## src/sv/tlu_pkg.sv

```systemverilog
// ----------------------------------------------------------------------------
// tlu_pkg
// Shared types and constants for the streaming tridiagonal LU factoriser.
// ----------------------------------------------------------------------------
package tlu_pkg;

    localparam int DATA_W = 32;
    localparam int ROW_W  = 17;
    localparam int STAT_W = 2;

    // defaults for the top-level parameters
    localparam int TLU_MAX_ROWS  = 65536;
    localparam int TLU_FRAC_BITS = 16;

    // largest value the row number field can carry
    localparam int ROW_FIELD_MAX = 131071;

    // quotient bits produced by the divider (33 covers the saturation range)
    localparam int QUO_BITS = 33;

    // status codes
    localparam logic [STAT_W-1:0] ST_OK         = 2'd0;
    localparam logic [STAT_W-1:0] ST_ZERO_PIVOT = 2'd1;
    localparam logic [STAT_W-1:0] ST_BW_ERR     = 2'd2;
    localparam logic [STAT_W-1:0] ST_SAT        = 2'd3;

    // register indexes on the configuration port
    localparam logic CFG_LOWER_BW = 1'b0;
    localparam logic CFG_UPPER_BW = 1'b1;

    // commands from the controller to the datapath
    typedef struct packed {
        logic load;      // take a new row
        logic prep;      // form magnitudes, check quotient overflow
        logic div_step;  // one restoring division step
        logic form_mul;  // sign and saturate the quotient
        logic product;   // multiplier times upper entry
        logic update;    // subtract, saturate, store the pivot
        logic out_load;  // copy the result into the output register
    } tlu_cmd_t;

    // status from the datapath to the controller
    typedef struct packed {
        logic fast;      // row needs no division
    } tlu_stat_t;

endpackage

```

## src/sv/tlu_dpath.sv

```systemverilog
// ----------------------------------------------------------------------------
// tlu_dpath
// Datapath: row registers, configuration, shared radix-2 divider, multiplier,
// saturating pivot update and the output register.
// ----------------------------------------------------------------------------
module tlu_dpath #(
    parameter int MAX_ROWS  = tlu_pkg::TLU_MAX_ROWS,
    parameter int FRAC_BITS = tlu_pkg::TLU_FRAC_BITS
) (
    input  logic                             clk,
    input  logic                             rst_n,
    input  tlu_pkg::tlu_cmd_t                cmd,
    output tlu_pkg::tlu_stat_t               stat,
    input  logic                             cfg_we,
    input  logic                             cfg_index,
    input  logic                             cfg_data,
    input  logic signed [tlu_pkg::DATA_W-1:0] diag_entry,
    input  logic signed [tlu_pkg::DATA_W-1:0] upper_entry,
    input  logic signed [tlu_pkg::DATA_W-1:0] lower_entry,
    input  logic                             first_row,
    input  logic                             last_row,
    output logic signed [tlu_pkg::DATA_W-1:0] pivot,
    output logic signed [tlu_pkg::DATA_W-1:0] multiplier,
    output logic [tlu_pkg::ROW_W-1:0]        row_number,
    output logic [tlu_pkg::STAT_W-1:0]       status,
    output logic                             end_of_matrix
);
    import tlu_pkg::*;

    localparam int DVD_W     = DATA_W + FRAC_BITS;
    localparam int ROW_LIMIT = (MAX_ROWS < ROW_FIELD_MAX) ? MAX_ROWS : ROW_FIELD_MAX;
    localparam logic [ROW_W-1:0] ROW_LIM = ROW_W'(ROW_LIMIT);
    localparam logic [QUO_BITS-1:0] POS_MAX = QUO_BITS'(33'h0_7FFF_FFFF);
    localparam logic [QUO_BITS-1:0] NEG_MAX = QUO_BITS'(33'h0_8000_0000);

    // state with reset values
    logic signed [DATA_W-1:0] pp_reg, pp_next;
    logic [ROW_W-1:0]         row_cnt_reg, row_cnt_next;
    logic                     lbw_reg, ubw_reg;

    // row and working registers
    logic signed [DATA_W-1:0]   diag_reg, upper_reg, lower_reg;
    logic                       last_reg;
    logic [DATA_W-1:0]          dsr_reg;
    logic [DATA_W-1:0]          rem_reg;
    logic [QUO_BITS-1:0]        dq_reg;
    logic                       neg_reg, ovf_reg;
    logic signed [DATA_W-1:0]   mul_reg;
    logic                       qsat_reg;
    logic signed [2*DATA_W-1:0] prod_reg;
    logic signed [DATA_W-1:0]   res_piv_reg, res_mul_reg;
    logic [STAT_W-1:0]          res_stat_reg;

    // output register
    logic signed [DATA_W-1:0] out_piv_reg, out_mul_reg;
    logic [ROW_W-1:0]         out_row_reg;
    logic [STAT_W-1:0]        out_stat_reg;
    logic                     out_last_reg;

    logic                     bw_err;
    logic [ROW_W-1:0]         row_base;
    logic [DATA_W-1:0]        abs_lower, abs_pp;
    logic [DVD_W-1:0]         abs_num;
    logic [DATA_W-1:0]        rem_init;
    logic [DATA_W:0]          trial;
    logic                     qbit;
    logic                     qsat;
    logic [QUO_BITS-1:0]      qneg;
    logic signed [DATA_W-1:0] mul_val;
    logic signed [2*DATA_W-1:0] scaled;
    logic signed [2*DATA_W:0] diff;
    logic                     dsat;
    logic signed [DATA_W-1:0] piv_val;

    assign bw_err    = !lbw_reg || !ubw_reg;
    assign stat.fast = bw_err || first_row || (pp_reg == '0);

    always_comb
    begin
        row_base     = first_row ? '0 : row_cnt_reg;
        row_cnt_next = (row_base < ROW_LIM) ? row_base + 1'b1 : row_base;
    end

    // divider set-up: magnitudes and overflow of the top quotient bits
    always_comb
    begin
        abs_lower = lower_reg[DATA_W-1] ? DATA_W'(-lower_reg) : DATA_W'(lower_reg);
        abs_pp    = pp_reg[DATA_W-1] ? DATA_W'(-pp_reg) : DATA_W'(pp_reg);
        abs_num   = {abs_lower, {FRAC_BITS{1'b0}}};
        rem_init  = DATA_W'(abs_num[DVD_W-1:QUO_BITS]);
    end

    // restoring step
    always_comb
    begin
        trial = {rem_reg, dq_reg[QUO_BITS-1]};
        qbit  = (trial >= {1'b0, dsr_reg});
    end

    // sign and saturate the quotient
    always_comb
    begin
        qneg = -dq_reg;
        if (neg_reg)
            qsat = ovf_reg || (dq_reg > NEG_MAX);
        else
            qsat = ovf_reg || (dq_reg > POS_MAX);
        if (qsat)
            mul_val = neg_reg ? $signed(32'h8000_0000) : $signed(32'h7FFF_FFFF);
        else
            mul_val = neg_reg ? $signed(qneg[DATA_W-1:0]) : $signed(dq_reg[DATA_W-1:0]);
    end

    // floor scaling and saturating subtract
    always_comb
    begin
        scaled = prod_reg >>> FRAC_BITS;
        diff   = {{(DATA_W+1){diag_reg[DATA_W-1]}}, diag_reg} - {scaled[2*DATA_W-1], scaled};
        dsat   = (diff[2*DATA_W:DATA_W-1] != '0) && (diff[2*DATA_W:DATA_W-1] != '1);
        if (dsat)
            piv_val = diff[2*DATA_W] ? $signed(32'h8000_0000) : $signed(32'h7FFF_FFFF);
        else
            piv_val = diff[DATA_W-1:0];
    end

    always_comb
    begin
        pp_next = pp_reg;
        if (cmd.load && !bw_err && (first_row || pp_reg == '0))
            pp_next = diag_entry;
        else if (cmd.update)
            pp_next = piv_val;
    end

    always_ff @(posedge clk or negedge rst_n)
    begin
        if (!rst_n)
        begin
            pp_reg      <= '0;
            row_cnt_reg <= '0;
            lbw_reg     <= 1'b1;
            ubw_reg     <= 1'b1;
        end
        else
        begin
            pp_reg <= pp_next;
            if (cmd.load)
                row_cnt_reg <= row_cnt_next;
            if (cfg_we && cfg_index == CFG_LOWER_BW)
                lbw_reg <= cfg_data;
            if (cfg_we && cfg_index == CFG_UPPER_BW)
                ubw_reg <= cfg_data;
        end
    end

    always_ff @(posedge clk)
    begin
        if (cmd.load)
        begin
            diag_reg  <= diag_entry;
            upper_reg <= upper_entry;
            lower_reg <= lower_entry;
            last_reg  <= last_row;
            if (bw_err)
            begin
                res_piv_reg  <= '0;
                res_mul_reg  <= '0;
                res_stat_reg <= ST_BW_ERR;
            end
            else if (first_row)
            begin
                res_piv_reg  <= diag_entry;
                res_mul_reg  <= '0;
                res_stat_reg <= ST_OK;
            end
            else
            begin
                res_piv_reg  <= diag_entry;
                res_mul_reg  <= '0;
                res_stat_reg <= ST_ZERO_PIVOT;
            end
        end
        if (cmd.prep)
        begin
            dsr_reg <= abs_pp;
            rem_reg <= rem_init;
            dq_reg  <= abs_num[QUO_BITS-1:0];
            neg_reg <= lower_reg[DATA_W-1] ^ pp_reg[DATA_W-1];
            ovf_reg <= (rem_init >= abs_pp);
        end
        if (cmd.div_step)
        begin
            rem_reg <= qbit ? DATA_W'(trial - {1'b0, dsr_reg}) : trial[DATA_W-1:0];
            dq_reg  <= {dq_reg[QUO_BITS-2:0], qbit};
        end
        if (cmd.form_mul)
        begin
            mul_reg  <= mul_val;
            qsat_reg <= qsat;
        end
        if (cmd.product)
            prod_reg <= mul_reg * upper_reg;
        if (cmd.update)
        begin
            res_piv_reg  <= piv_val;
            res_mul_reg  <= mul_reg;
            res_stat_reg <= (qsat_reg || dsat) ? ST_SAT : ST_OK;
        end
        if (cmd.out_load)
        begin
            out_piv_reg  <= res_piv_reg;
            out_mul_reg  <= res_mul_reg;
            out_row_reg  <= row_cnt_reg;
            out_stat_reg <= res_stat_reg;
            out_last_reg <= last_reg;
        end
    end

    assign pivot         = out_piv_reg;
    assign multiplier    = out_mul_reg;
    assign row_number    = out_row_reg;
    assign status        = out_stat_reg;
    assign end_of_matrix = out_last_reg;

endmodule

```

## src/sv/tlu_ctrl.sv

```systemverilog
// ----------------------------------------------------------------------------
// tlu_ctrl
// Controller: sequences one row through divide, multiply and update, and
// owns the input and output handshakes.
// ----------------------------------------------------------------------------
module tlu_ctrl (
    input  logic               clk,
    input  logic               rst_n,
    input  logic               in_valid,
    output logic               in_stall,
    output logic               out_valid,
    input  logic               out_stall,
    output tlu_pkg::tlu_cmd_t  cmd,
    input  tlu_pkg::tlu_stat_t stat
);
    import tlu_pkg::*;

    localparam int CNT_W = $clog2(QUO_BITS);
    localparam logic [CNT_W-1:0] CNT_LAST = CNT_W'(QUO_BITS - 1);

    typedef enum logic [6:0] {
        S_IDLE = 7'b0000001,
        S_PREP = 7'b0000010,
        S_DIV  = 7'b0000100,
        S_MULQ = 7'b0001000,
        S_PROD = 7'b0010000,
        S_SUB  = 7'b0100000,
        S_DONE = 7'b1000000
    } state_t;

    state_t           state_reg, state_next;
    logic [CNT_W-1:0] cnt_reg, cnt_next;
    logic             out_valid_reg, out_valid_next;

    always_comb
    begin
        state_next = state_reg;
        cmd        = '0;
        case (state_reg)
            S_IDLE:
            begin
                if (in_valid)
                begin
                    cmd.load   = 1'b1;
                    state_next = stat.fast ? S_DONE : S_PREP;
                end
            end
            S_PREP:
            begin
                cmd.prep   = 1'b1;
                state_next = S_DIV;
            end
            S_DIV:
            begin
                cmd.div_step = 1'b1;
                if (cnt_reg == CNT_LAST)
                    state_next = S_MULQ;
            end
            S_MULQ:
            begin
                cmd.form_mul = 1'b1;
                state_next   = S_PROD;
            end
            S_PROD:
            begin
                cmd.product = 1'b1;
                state_next  = S_SUB;
            end
            S_SUB:
            begin
                cmd.update = 1'b1;
                state_next = S_DONE;
            end
            S_DONE:
            begin
                // wait for the output register to free up
                if (!out_valid_reg || !out_stall)
                begin
                    cmd.out_load = 1'b1;
                    state_next   = S_IDLE;
                end
            end
            default:
            begin
                state_next = S_IDLE;
            end
        endcase
    end

    always_comb
    begin
        cnt_next = cnt_reg;
        if (cmd.prep)
            cnt_next = '0;
        else if (cmd.div_step)
            cnt_next = cnt_reg + 1'b1;
        out_valid_next = cmd.out_load || (out_valid_reg && out_stall);
    end

    always_ff @(posedge clk or negedge rst_n)
    begin
        if (!rst_n)
        begin
            state_reg     <= S_IDLE;
            cnt_reg       <= '0;
            out_valid_reg <= 1'b0;
        end
        else
        begin
            state_reg     <= state_next;
            cnt_reg       <= cnt_next;
            out_valid_reg <= out_valid_next;
        end
    end

    assign in_stall  = (state_reg != S_IDLE);
    assign out_valid = out_valid_reg;

endmodule

```

## src/sv/tridiagonal_lu_factor_stream.sv

```systemverilog
// ----------------------------------------------------------------------------
// tridiagonal_lu_factor_stream
// Row-by-row LU factorisation without pivoting of a tridiagonal matrix in
// signed fixed point, with saturation and error status.
// ----------------------------------------------------------------------------
//
//  channel   handshake             payload
//  -------   -------------------   ------------------------------------------
//  in        in_valid / in_stall   diag_entry upper_entry lower_entry
//                                  first_row last_row
//  out       out_valid / out_stall pivot multiplier row_number status
//                                  end_of_matrix
//  cfg       cfg_valid / cfg_ready cfg_index cfg_data
//
//  A row that needs a division passes through set-up, the radix-2 restoring
//  divider, which produces one quotient bit a cycle, then multiply, update
//  and hand-over to the output register. First rows, rows after a zero
//  pivot and bandwidth errors go straight from the input beat to hand-over.
//  One row is in flight at a time; the next row is taken while a finished
//  result still sits in the output register.
//  Reset clears the previous pivot and row count and sets both bandwidths
//  to one. cfg_ready is always high.
//
module tridiagonal_lu_factor_stream #(
    parameter int MAX_ROWS  = tlu_pkg::TLU_MAX_ROWS,
    parameter int FRAC_BITS = tlu_pkg::TLU_FRAC_BITS
) (
    input  logic                              clk,
    input  logic                              rst_n,
    input  logic                              in_valid,
    output logic                              in_stall,
    input  logic signed [tlu_pkg::DATA_W-1:0] diag_entry,
    input  logic signed [tlu_pkg::DATA_W-1:0] upper_entry,
    input  logic signed [tlu_pkg::DATA_W-1:0] lower_entry,
    input  logic                              first_row,
    input  logic                              last_row,
    output logic                              out_valid,
    input  logic                              out_stall,
    output logic signed [tlu_pkg::DATA_W-1:0] pivot,
    output logic signed [tlu_pkg::DATA_W-1:0] multiplier,
    output logic [tlu_pkg::ROW_W-1:0]         row_number,
    output logic [tlu_pkg::STAT_W-1:0]        status,
    output logic                              end_of_matrix,
    input  logic                              cfg_valid,
    output logic                              cfg_ready,
    input  logic                              cfg_index,
    input  logic                              cfg_data
);
    import tlu_pkg::*;

    tlu_cmd_t  cmd;
    tlu_stat_t stat;

    assign cfg_ready = 1'b1;

    tlu_ctrl u_ctrl (
        .clk       (clk),
        .rst_n     (rst_n),
        .in_valid  (in_valid),
        .in_stall  (in_stall),
        .out_valid (out_valid),
        .out_stall (out_stall),
        .cmd       (cmd),
        .stat      (stat)
    );

    tlu_dpath #(
        .MAX_ROWS  (MAX_ROWS),
        .FRAC_BITS (FRAC_BITS)
    ) u_dpath (
        .clk           (clk),
        .rst_n         (rst_n),
        .cmd           (cmd),
        .stat          (stat),
        .cfg_we        (cfg_valid && cfg_ready),
        .cfg_index     (cfg_index),
        .cfg_data      (cfg_data),
        .diag_entry    (diag_entry),
        .upper_entry   (upper_entry),
        .lower_entry   (lower_entry),
        .first_row     (first_row),
        .last_row      (last_row),
        .pivot         (pivot),
        .multiplier    (multiplier),
        .row_number    (row_number),
        .status        (status),
        .end_of_matrix (end_of_matrix)
    );

endmodule
```

## config.mk

```make
export PLATFORM = sky130hd
export DESIGN_NAME = tridiagonal_lu_factor_stream
export DESIGN_NICKNAME = d
export VERILOG_FILES = /design/src/sv/tlu_pkg.sv /design/src/sv/tlu_dpath.sv /design/src/sv/tlu_ctrl.sv /design/src/sv/tridiagonal_lu_factor_stream.sv
export SDC_FILE = /design/constraint.sdc
export NUM_CORES = 2
export LEC_CHECK = 0
export ABC_AREA = 1
export BUFFER_PORTS_ARGS = -buffer_cell sky130_fd_sc_hd__clkbuf_2
export CORE_MARGIN = 10
export CORE_UTILIZATION = 40
export DETAILED_ROUTE_END_ITERATION = 8
export PLACE_DENSITY = 0.63
export SLEW_MARGIN = 20
export SYNTH_ARGS = -nofsm -noshare
export SYNTH_HDL_FRONTEND = slang
export SYNTH_SLANG_ARGS = --single-unit
```

## constraint.sdc

```tcl
create_clock -name clk -period 14.5 [get_ports clk]
set_input_delay 2.9 -clock clk [delete_from_list [all_inputs] [get_ports clk]]
set_output_delay 2.9 -clock clk [all_outputs]
set_load 0.05 [all_outputs]
```

Word-level counts from Yosys, hierarchy flattened
Index checks and enable logic that the tools add are counted.
Storage, ports and cells
  bits in registers: 508
  memories kept: 0
  bits in latches: 0
  bits in writable memories: 0
  memory bits (read-only): 0
  bits of input ports: 105
Cells by class
  mux-type cells: 43
  add/sub/neg operators: 7
  reduce and logical (&&, ||, !) cells: 26
  bitwise gates (word level): 2
  equality and inequality tests: 13
  multipliers: 1
  shift operators: 0
  $lt $le $gt $ge: 5
  divide/modulo/power cells: 0
Operators by type and width (number)
  32-bit two-way mux: 17
  32-bit negator: 3
  33-bit two-way mux: 2
  32-bit by 32-bit multiplier with 64-bit output: 1
  7-bit case mux with 7 select lines: 1
  32-bit by 48-bit subtractor with 49-bit output: 1
  17-bit two-way mux: 2
  34-bit inequality test (second input constant): 1
  34-bit nonzero test: 1
  33-bit by 32-bit >= comparator with 1-bit output: 1
  33-bit by 31-bit > comparator with 1-bit output (second input constant): 1
  33-bit by 32-bit > comparator with 1-bit output (second input constant): 1
  15-bit by 32-bit >= comparator with 1-bit output: 1
  32-bit logical NOT: 1
  32-bit subtractor: 1
  7-bit two-way mux: 4
  17-bit by 1-bit adder with 17-bit output (second input constant): 1
  17-bit < comparator (second input constant): 1
  6-bit two-way mux: 2
  1-bit two-way mux: 11
  1-bit logical OR: 9
  2-bit two-way mux: 4
  7-bit by 1-bit equality test with 1-bit output (second input constant): 1
  7-bit by 2-bit equality test with 1-bit output (second input constant): 1
  16 further kinds: 28

Depth between registers and ports, before layout
  depth after elaboration: 7
  mapped depth: 32
  mapped depth without buffers: 30

By module
From an unflattened synthesis, not the netlist that was laid out.
Unflattened totals
  cell total of the unflattened synthesis: 7791
  area total of the unflattened synthesis: 64861.0 µm²
Modules (own cells, without submodules)
  tlu_dpath: cells an instance 7675, area each 63986.4 µm², sequential area each 14101.0 µm², instances 1
  tlu_ctrl: cells an instance 114, area each 863.3 µm², sequential area each 351.6 µm², instances 1
  tridiagonal_lu_factor_stream: cells an instance 2, area each 11.3 µm², sequential area each 0.0 µm², instances 1

Worst setup path after synthesis
No wires, ideal clock.
  kind: flip-flop to flip-flop
  start: register u_dpath.mul_reg[31]
  end: register u_dpath.prod_reg[58], data pin
  arrival: 7.197 ns
  buffers on the path: 2
  data required time: 14.240 ns
  stages on the path, launching flop included: 29
  clock period less this slack: 7.457 ns
  path slack: 7.043 ns
  cell sequence: edfxtp_1 -> clkbuf_1 -> clkbuf_1 -> nand2_1 -> inv_1 -> fa_1 -> inv_1 -> fa_1 -> inv_1 -> fa_1 -> fa_1 -> inv_1 -> fa_1 -> inv_1 -> fa_1 -> inv_1 -> fa_1 -> inv_1 -> fa_1 -> ha_1 -> a21oi_1 -> inv_1 -> a31oi_1 -> o21ai_0 -> nand3_1 -> o211ai_1 -> a21oi_1 -> nand2_1 -> xor2_1
Between the ends
  longest elaborated chain between the ends: 1
RTL lines
  start: declaration: RTL line tlu_dpath.sv:48  | logic signed [DATA_W-1:0] mul_reg;
  start signal: assignment: RTL line tlu_dpath.sv:198  | mul_reg <= mul_val;
  32-bit by 32-bit multiplier with 64-bit output: RTL line tlu_dpath.sv:202  | prod_reg <= mul_reg * upper_reg;
  end signal: assignment: RTL line tlu_dpath.sv:202
  end: declaration: RTL line tlu_dpath.sv:50  | logic signed [2*DATA_W-1:0] prod_reg;
Every way passes these cells.
A chain may end at the register's enable or synchronous reset.

Worst setup path after layout
  start: register u_dpath.upper_reg[5]
  end: register u_dpath.prod_reg[56], data pin
Between the ends
  longest elaborated chain between the ends: 1
RTL lines
  start: declaration: RTL line tlu_dpath.sv:42  | logic signed [DATA_W-1:0] diag_reg, upper_reg, lower_reg;
  start signal: assignment: RTL line tlu_dpath.sv:161  | upper_reg <= upper_entry;
  32-bit by 32-bit multiplier with 64-bit output: RTL line tlu_dpath.sv:202
Every way passes these cells.

==> flow_metrics.py <==
metrics = {
    "critical_path": {
        "reg2reg_depth": 24,
        "end_kind": "flip-flop",
        "max_stage_delay_ps": 1130,
        "slowest_stage": "fa_1",
        "crit_fanout": 32,
        "critPathArrivalTime_ps": 9140,
        "path_class": "reg2reg",
        "timing.rr.end": "u_dpath.prod_reg[56]",
        "rrSetupSlack_ps": 5820,
        "r2r_start": "u_dpath.upper_reg[5]",
        "required_ps": 14960,
        "cp_cell_sequence": "buf_4 -> nand2_1 -> inv_1 -> fa_1 -> inv_1 -> fa_1 -> inv_1 -> fa_1 -> fa_1 -> inv_1 -> fa_1 -> inv_1 -> fa_1 -> fa_1 -> fa_1 -> ha_1 -> a21o_1 -> a31oi_1 -> o21ai_0 -> nand2_1 -> a21oi_1 -> a211oi_1 -> nand2_1 -> xor2_1",
        "worstSetupStartpointType": "flip-flop",
        "cpMostUsedCell": "fa_1",
    },
    "cts": {
        "worstSkewPairLatency_ps": 740,
        "clk_pin_slew_ps": 70,
        "cts_buffers": 58,
        "cts_resized": 0,
        "cts_hold_buf": 0,
        "clock_sinks": 492,
        "htreeDepth": 2,
        "cts_root_buffer": "clkbuf_16",
        "cts_setup_buffers": 0,
        "cts_tree": "done",
        "clk_path_buf_depth": 3,
    },
    "detailed_routing": {
        "wl_mm": 204,
        "antenna_left": 0,
        "drc": 0,
        "vias": 50000,
        "drt_iter0_drc": 4011,
        "via_per_inst": 5.01,
        "wl_per_cell_um": 20.5,
        "firstDrtPassIters": 6,
    },
    "synthesis": {
        "synth_fp_nets": 9170,
        "syn_area_per_cell_um2": 8.38,
        "netlist_area_um2": 64500,
        "async_flop_share_pct": 13.2,
        "synth_flop_cell": "edfxtp_1",
        "ys_types": 65,
        "yosysSeqAreaShare_pct": 22.4,
        "synth_edf_count": 427,
        "yosys_warnings": 0,
        "syn_inst": 7700,
        "synth-seq-cells": 492,
    },
    "global_route": {
        "grt_pass1_wl_mm": 318,
        "grt_start_max_net_pins": 103,
        "grt_pass1_vias": 53100,
        "antenna_found_initial": 6,
        "track_usage_pct": 23.0,
        "overflow": 0,
    },
    "final_layout": {
        "final_common_cell": "inv_1",
        "area_growth_pct": 8.24,
        "stdcell_area_um2": 69800,
        "largest_reg_flops": 48,
        "layout_common_cells": "inv_1, nand2_1, fa_1, edfxtp_1, nor2_1",
        "drive_gt1_share_pct": 6.10,
        "fin_nets": 9244,
    },
    "place": {
        "gp_congestion": 0.964,
        "dpl_cell_area_um2": 67800,
        "hpwl_mm": 161,
        "io_buffers": 190,
        "post-place-ws_ps": 5910,
    },
    "timing": {
        "final.period_utilization_pct": 59.8,
        "rsz0062_at_grt": "no",
        "fin_crit_ps": 8680,
        "setup_slack_ps": 5820,
        "slew_headroom_pct": 30.8,
        "fmax_mhz": 115,
        "setup_viol": 0,
        "tns_ps": 0,
        "final.setup_skew_ps": 73.5,
        "tightest_slew_ps": 1030,
        "slew_viol_final": 0,
        "hold_viol": 0,
    },
    "hold_path": {
        "hold_depth": 0,
        "hold_end": "u_dpath.pivot[17]",
        "worstHoldStart": "u_dpath.res_piv_reg[17]",
        "hp-class": "reg2reg",
    },
    "floorplanning": {
        "start_util_pct": 40.2,
        "ios": 192,
        "fp-row-count": 147,
        "coreArea_um2": 160000,
        "die_h_um": 422,
        "fp.dieArea_um2": 178000,
        "die_w_um": 422,
    },
    "job": {
        "maxCapViolations": 0,
    },
    "status": {
        "status": "completed",
    },
}
-- synthesized netlist by cell type (62+ instances only) --
master,number,area (um^2)
o21ai_0,158,791
a21oi_1,211,1060
dfrtp_1,62,1550
nand2_1,1994,7480
xnor2_1,69,604
ha_1,282,3530
clkbuf_1,245,920
xor2_1,150,1310
nand3_1,126,631
nor2_1,368,1380
edfxtp_1,427,12800
inv_1,2112,7930
fa_1,1083,21700
-- final cells by class --
class                      count  area (um^2)
antenna                        4         10.0
clock buffer                  70         1550
clock inverter                39          405
fill                       16000        90600
inverter                    2137         8020
multi-input combinational   4798        41000
sequential                   492        14500
tap                         2160         2700
timing repair buffer         287         1720
-- through the flow --
step,instances,util [%],hold WS [ps]
after CTS,9982,43.5,363
after detailed placement,9873,42.3,405
after global routing,9985,43.5,375
after global placement,9872,42.3,403
after floorplan,7700,-,400
final,9987,43.5,370
-- how the worst max path moves through the flow --
stage / start / end / slack [ps]
floorplan: u_dpath.mul_reg[31] / u_dpath.prod_reg[58] / 7040
global placement: u_dpath.upper_reg[5] / u_dpath.prod_reg[56] / 5990
detailed placement: u_dpath.upper_reg[5] / u_dpath.prod_reg[56] / 5910
CTS: u_dpath.upper_reg[5] / u_dpath.prod_reg[56] / 5920
global route: u_dpath.upper_reg[5] / u_dpath.prod_reg[62] / 5510
finish: u_dpath.upper_reg[5] / u_dpath.prod_reg[56] / 5820
-- routing by layer --
metal  vias to the layer above  routed length, um  share of wire [%]  global-route usage, %
met5                         -                 27              0.013                      0
met1                     25000              85100                 42                   30.0
met4                         4               9380                4.6                   9.20
met3                       409              13600                6.6                   3.40
met2                      1849              96300                 47                   38.2
li1                      22700                  -                  -                      -
-- kinds of logic after synthesis --
logic type | share of synthesized area [%]
AOI/OAI and AO/OA | 4.55
xor gates and xnor gates | 3.00
adders and majority gates | 39.1
buffers and inverters | 14.2
DFF | 22.4
other | 0.00581
and+or+nand+nor | 16.8
-- worst max-delay path, delay by kind of cell, from the launching register on --
| kind | cells | cell delay [ps] |
|---|---|---|
| buffers and inverters | 6 | 1400 |
| AND/OR/NAND/NOR | 3 | 440 |
| AO/OA/AOI/OAI | 5 | 1100 |
| XOR/XNOR | 1 | 160 |
| flip-flops | 1 | 330 |
| adder cells (fa/ha/maj) | 9 | 4970 |
Power is not shown: default switching activity piles up to over one toggle a cycle in this logic, so the estimate is an artifact.
